## src/sv/luffa_hash_core_defines.svh

```systemverilog
// Assertion macros for the Luffa hash core
`ifndef LUFFA_HASH_CORE_DEFINES_SVH
`define LUFFA_HASH_CORE_DEFINES_SVH
`ifndef SYNTHESIS
`define LHC_ASSERT_IMP(label, clk, rstn, ante, cons, msg) \
    label: assert property (@(posedge clk) disable iff (!rstn) (ante) |-> (cons)) \
        else $error(msg);
`define LHC_ASSERT_NEXT(label, clk, rstn, ante, cons, msg) \
    label: assert property (@(posedge clk) disable iff (!rstn) (ante) |=> (cons)) \
        else $error(msg);
`else
`define LHC_ASSERT_IMP(label, clk, rstn, ante, cons, msg)
`define LHC_ASSERT_NEXT(label, clk, rstn, ante, cons, msg)
`endif
`endif

```

## src/sv/luffa_pkg.sv

```systemverilog
// Shared types, constant tables and helper functions of the Luffa hash core
package luffa_pkg;

    typedef logic [31:0] word_t;
    typedef word_t [7:0] grp_t;

    typedef enum logic [3:0] {
        S_IDLE   = 4'b0001,
        S_INJECT = 4'b0010,
        S_STEP   = 4'b0100,
        S_OUT    = 4'b1000
    } state_t;

    typedef enum logic [1:0] {
        RK_BLOCK = 2'd0,
        RK_FINAL = 2'd1,
        RK_BLANK = 2'd2,
        RK_EXTRA = 2'd3
    } round_kind_t;

    localparam word_t LFSR_HI = 32'hc4d6496c;
    localparam word_t LFSR_LO = 32'h55c61c8d;
    localparam word_t PAD_BIT = 32'h80000000;

    localparam word_t ROUND_CONSTS [10] = '{
        32'h181cca53, 32'h380cde06, 32'h5b6f0876, 32'hf16f8594, 32'h7e106ce9,
        32'h38979cb0, 32'hbb62f364, 32'h92e93c29, 32'h9a025047, 32'hcff2a940
    };

    localparam word_t IV_TABLE [40] = '{
        32'h6d251e69, 32'h44b051e0, 32'h4eaa6fb4, 32'hdbf78465,
        32'h6e292011, 32'h90152df4, 32'hee058139, 32'hdef610bb,
        32'hc3b44b95, 32'hd9d2f256, 32'h70eee9a0, 32'hde099fa3,
        32'h5d9b0557, 32'h8fc944b3, 32'hcf1ccf0e, 32'h746cd581,
        32'hf7efc89d, 32'h5dba5781, 32'h04016ce5, 32'had659c05,
        32'h0306194f, 32'h666d1836, 32'h24aa230a, 32'h8b264ae7,
        32'h858075d5, 32'h36d79cce, 32'he571f7d7, 32'h204b1f67,
        32'h35870c6a, 32'h57e9e923, 32'h14bcb808, 32'h7cde72ce,
        32'h6c68e9be, 32'h5ec41e22, 32'hc825b7c7, 32'haffb4363,
        32'hf5df3999, 32'h0fc688f1, 32'hb07224cc, 32'h03e86cea
    };

    // rotate left by a constant amount
    function automatic word_t rotl(input word_t x, input int unsigned r);
        word_t res;
        if (r == 0) begin
            res = x;
        end else begin
            res = (x << r) | (x >> (32 - r));
        end
        return res;
    endfunction

    // multiply an 8-word group by two in the word ring
    function automatic grp_t times_two(input grp_t a);
        grp_t r;
        r[7] = a[6];
        r[6] = a[5];
        r[5] = a[4];
        r[4] = a[3] ^ a[7];
        r[3] = a[2] ^ a[7];
        r[2] = a[1];
        r[1] = a[0] ^ a[7];
        r[0] = a[7];
        return r;
    endfunction

endpackage

```

## src/sv/luffa_step.sv

```systemverilog
// One Luffa step on one sub-state: SubCrumb, MixWord and constant addition
module luffa_step import luffa_pkg::*; (
    input  grp_t  grp_in,
    input  word_t c0_in,
    input  word_t c1_in,
    output grp_t  grp_out,
    output word_t c0_out,
    output word_t c1_out
);

    // four-word S-box layer
    function automatic logic [127:0] crumb(input word_t a0, input word_t a1,
                                           input word_t a2, input word_t a3);
        word_t x0, x1, x2, x3, t;
        t  = a0;
        x0 = a0; x1 = a1; x2 = a2; x3 = a3;
        x2 = x2 ^ x1;
        x0 = x0 & x1;
        x0 = x0 ^ x2;
        x1 = ~x1;
        x2 = x2 | t;
        x2 = x2 ^ x3;
        t  = t ^ x0;
        x3 = x3 & x0;
        x3 = x3 ^ x1;
        t  = ~t;
        x1 = x1 | x2;
        t  = t ^ x1;
        x0 = x0 ^ x3;
        x1 = x1 & x2;
        x1 = x1 ^ x3;
        x2 = x3;
        x3 = t;
        return {x3, x2, x1, x0};
    endfunction

    // word pair mixing
    function automatic logic [63:0] mix_pair(input word_t l, input word_t r);
        word_t x0, x4;
        x0 = l;
        x4 = r ^ x0;
        x0 = rotl(x0, 2) ^ x4;
        x4 = rotl(x4, 14) ^ x0;
        x0 = rotl(x0, 10) ^ x4;
        x4 = rotl(x4, 1);
        return {x4, x0};
    endfunction

    // constant generator: returns {new c1, new c0}; new c0 is the output
    function automatic logic [63:0] lfsr(input word_t hi, input word_t lo);
        word_t h, l;
        if (hi[31]) begin
            h = (hi << 1) ^ {31'd0, lo[31]} ^ LFSR_HI;
            l = (lo << 1) ^ LFSR_LO;
        end else begin
            h = (hi << 1) ^ {31'd0, lo[31]};
            l = lo << 1;
        end
        return {l, h};
    endfunction

    logic [127:0] crumb_lo, crumb_hi;
    logic [63:0]  mix0, mix1, mix2, mix3;
    logic [63:0]  gen0, gen1;

    assign crumb_lo = crumb(grp_in[0], grp_in[1], grp_in[2], grp_in[3]);
    assign crumb_hi = crumb(grp_in[4], grp_in[5], grp_in[6], grp_in[7]);

    assign mix0 = mix_pair(crumb_lo[31:0],   crumb_hi[31:0]);
    assign mix1 = mix_pair(crumb_lo[63:32],  crumb_hi[63:32]);
    assign mix2 = mix_pair(crumb_lo[95:64],  crumb_hi[95:64]);
    assign mix3 = mix_pair(crumb_lo[127:96], crumb_hi[127:96]);

    // two generator steps give the two step constants
    assign gen0 = lfsr(c0_in, c1_in);
    assign gen1 = lfsr(gen0[63:32], gen0[31:0]);

    assign grp_out[0] = mix0[31:0] ^ gen0[31:0];
    assign grp_out[1] = mix1[31:0];
    assign grp_out[2] = mix2[31:0];
    assign grp_out[3] = mix3[31:0];
    assign grp_out[4] = mix0[63:32] ^ gen1[31:0];
    assign grp_out[5] = mix1[63:32];
    assign grp_out[6] = mix2[63:32];
    assign grp_out[7] = mix3[63:32];

    assign c0_out = gen1[63:32];
    assign c1_out = gen1[31:0];

endmodule

```

## config.mk

```make
export PLATFORM = sky130hd
export DESIGN_NAME = luffa_step
export DESIGN_NICKNAME = d
export VERILOG_FILES = /design/src/sv/luffa_hash_core_defines.svh /design/src/sv/luffa_pkg.sv /design/src/sv/luffa_step.sv
export SDC_FILE = /design/constraint.sdc
export NUM_CORES = 1
export LEC_CHECK = 0
export ABC_AREA = 1
export ABC_CLOCK_PERIOD_IN_PS = 4850
export BUFFER_PORTS_ARGS = -buffer_cell sky130_fd_sc_hd__buf_2
export CORE_AREA = 3 3 245 247
export DETAILED_ROUTE_END_ITERATION = 8
export DIE_AREA = 0 0 248 250
export GPL_ROUTABILITY_DRIVEN = 1
export RECOVER_POWER = 25
export SLEW_MARGIN = 20
export SYNTH_ARGS = -nofsm -noshare
export SYNTH_HDL_FRONTEND = slang
export SYNTH_SLANG_ARGS = --single-unit
```

## constraint.sdc

```tcl
create_clock -name vclk -period 4.85
set_input_delay 0.97 -clock vclk [all_inputs]
set_output_delay 0.97 -clock vclk [all_outputs]
set_load 0.05 [all_outputs]
```

==> metrics.cfg <==
[global_routing]
grt_pass1_vias = 23700
overflow = 0
grt_antenna_before_repair = 26
grt_util_all_layers = 0.303
grt_max_degree = 15
grt_pass1_wl_um = 143000

[place]
post-dp-hpwl_um = 91200
place.gp.congestion = 1.01
io_buffers = 640

[min_path]
hold_path_depth = 3
hold_end = grp_out[135]
hold_path.class = in2out
holdCritStartpoint = c1_in[5]

[sta]
fmax_mhz = 216
period_share = 0.956
worst_pin_slew_ns = 1.10
finalSetupTns_ns = 0
fin_crit_ns = 4.64
slew_headroom = 0.266
rsz0062_at_grt = false
hold_viol = 0
drv_slew = 0
report.final.setup_viol = 0

[synthesis]
synth_area_um2 = 19400
yosys-top-cells-area = nand2_1 40%, nand3_1 18%, inv_1 12%, xor2_1 6.6%, nand2_2 4.1%
yosysTopAreaCell = nand2_1
synthCells = 4122
synthDistinctLibCells = 33
ys_seq_area_frac = 0
yosysWarnings = 0
syn_avg_cell_area_um2 = 4.71
syn_nets = 4442
synth_top_area_share = 0.399

[routing]
drtPass1Iterations = 6
remaining_drc_errors = 0
vias_per_cell = 5.03
drt_iter0_drc = 2510
ant_nets = 0
vias = 27800
routed_wirelength_um = 99800
detail_route.wl_per_cell_um = 18.0

[cells_and_area]
area_delta_synth_final_pct = 20.4
drive_above_1_share = 0.179
register_area_um2 = 0
clock_buffers = 0
layout.nets = 5066
fin_util = 0.404
numSequentialCells = 0

[setup_path]
end_kind = output port
required_ns = 3.88
crit_fanout = 14
startpoint_type = input port
critPathArrivalTime_ns = 3.67
critical_path_class = in2out

[power_and_ir_drop]
power_leakage_nw = 15.4
intPower_w = 0.00203
p_clk_frac = 0
switchingPower_w = 0.00734
power.density_nw_per_um2 = 401
power.share.switching = 0.783
combPwrFrac = 1.000
pwr-share-seq = 0
ir_worst_vdd_v = 0.000467

[floorplanning]
die_w_um = 248
rows = 88
dieHeight_um = 250
start_util = 0.336
die_area_um2 = 62000
fp.coreArea_um2 = 57800
ioPinCount = 640

[clocking]
cts_setup_buffers = 0
cts_resized = 0
cts_hold_buf = 0

[run_status]
status = finished, final reports clean

[job]
maxCapViolCount = 0

## critical path, cell delays in order
cell and delay [ns]:
clkbuf_1 0.73, clkbuf_2 0.82, xnor2_1 0.35, xor2_1 0.41, buf_2 0.34
## synthesized netlist by cell type
cell type  number
a21boi_0        3
a21boi_1        1
a21oi_1         6
a21oi_2         1
buf_2           6
buf_4          18
clkinv_1        4
clkinv_2        1
inv_1         617
inv_2          22
nand2_1      2063
nand2_2       127
nand2_4        12
nand3_1       698
nand3_2        44
nand3_4         2
nand3b_1       41
nand3b_2        1
nand4_1        20
nor2_1         16
nor2_2          2
o2111ai_1       3
o211ai_1        6
o21ai_0       109
o21ai_1        11
o21ai_2        18
o21bai_1        1
or2_2           1
xnor2_1        70
xnor2_2        22
xor2_1        146
xor2_2         29
xor2_4          1
## metrics by stage
step                      cell area (um2)  power, W  cells  setup slack, ns  hold slack, ns
after CTS                           23400   0.00931   5509            0.557            2.25
final                               23400   0.00937   5533            0.212            2.30
after global placement              23400   0.00926   5509            0.542            2.25
after detailed placement            23400   0.00928   5509            0.561            2.25
after floorplan                     19400   0.00668   4122            0.700            2.11
after global routing                23300   0.00995   5525            0.216            2.32
## power by group through the flow
stage	sequential [W]	clock (W)	combinational, W
CTS	0	0	0.00931
floorplan	0	0	0.00668
global placement	0	0	0.00926
global route	0	0.000000000442	0.00995
detailed placement	0	0	0.00928
finish	0	0.000000000666	0.00937
## worst max-delay path by stage
stage                     start            to  slack (ns)  cells past startpoint
floorplan           grp_in[205]   grp_out[77]        0.70                     13
global placement      grp_in[9]   grp_out[73]        0.54                     14
detailed placement  grp_in[206]   grp_out[14]        0.56                     15
CTS                 grp_in[206]   grp_out[14]        0.56                     15
global route          c1_in[30]  grp_out[158]        0.22                      5
finish                c1_in[30]  grp_out[158]        0.21                      5
## cell usage in the layout, fill, tap and decap left out
master        n
xor2_1      147
xor2_4        1
o21bai_1      1
o21ai_1      11
clkbuf_2      1
buf_4         3
o211ai_1      6
o2111ai_1     3
nor2_1       16
buf_2       569
nand3b_1     41
nand3b_2      1
nand4_1      20
or2_2         1
clkinv_1      4
nand3_4       2
a21boi_1      1
clkbuf_1     73
a21oi_2       1
nand2_2     127
nand3_2      44
inv_2        22
nand2_1    2063
a21oi_1       6
nand2_4      12
nor2_2        2
nand3_1     698
xor2_2       28
o21ai_0     109
a21boi_0      3
clkinv_2      1
xnor2_1      75
inv_1       617
o21ai_2      18
diode_2      24
xnor2_2      17
## cells by family after synthesis
family / synth area share
buf+inv: 0.133
simple gates: 0.678
compound gates: 0.0467
xor+xnor: 0.142
## routing by layer
layer / GRT usage / vias to the layer above / wire length (um)
met5: 0 / - / 51
met4: 0.0967 / 10 / 4050
met3: 0.0395 / 175 / 8590
met2: 0.499 / 1192 / 44400
met1: 0.406 / 12400 / 42600
li1: - / 14000 / -
## cell type report
class                      instances  area (um2)
multi-input combinational       3454       16800
inverter                         644        2420
timing repair buffer             646        3150
fill                            6786       34400
antenna                           24        60.1
tap                              765         957
Note: power is estimated with default switching activity, not from simulation.
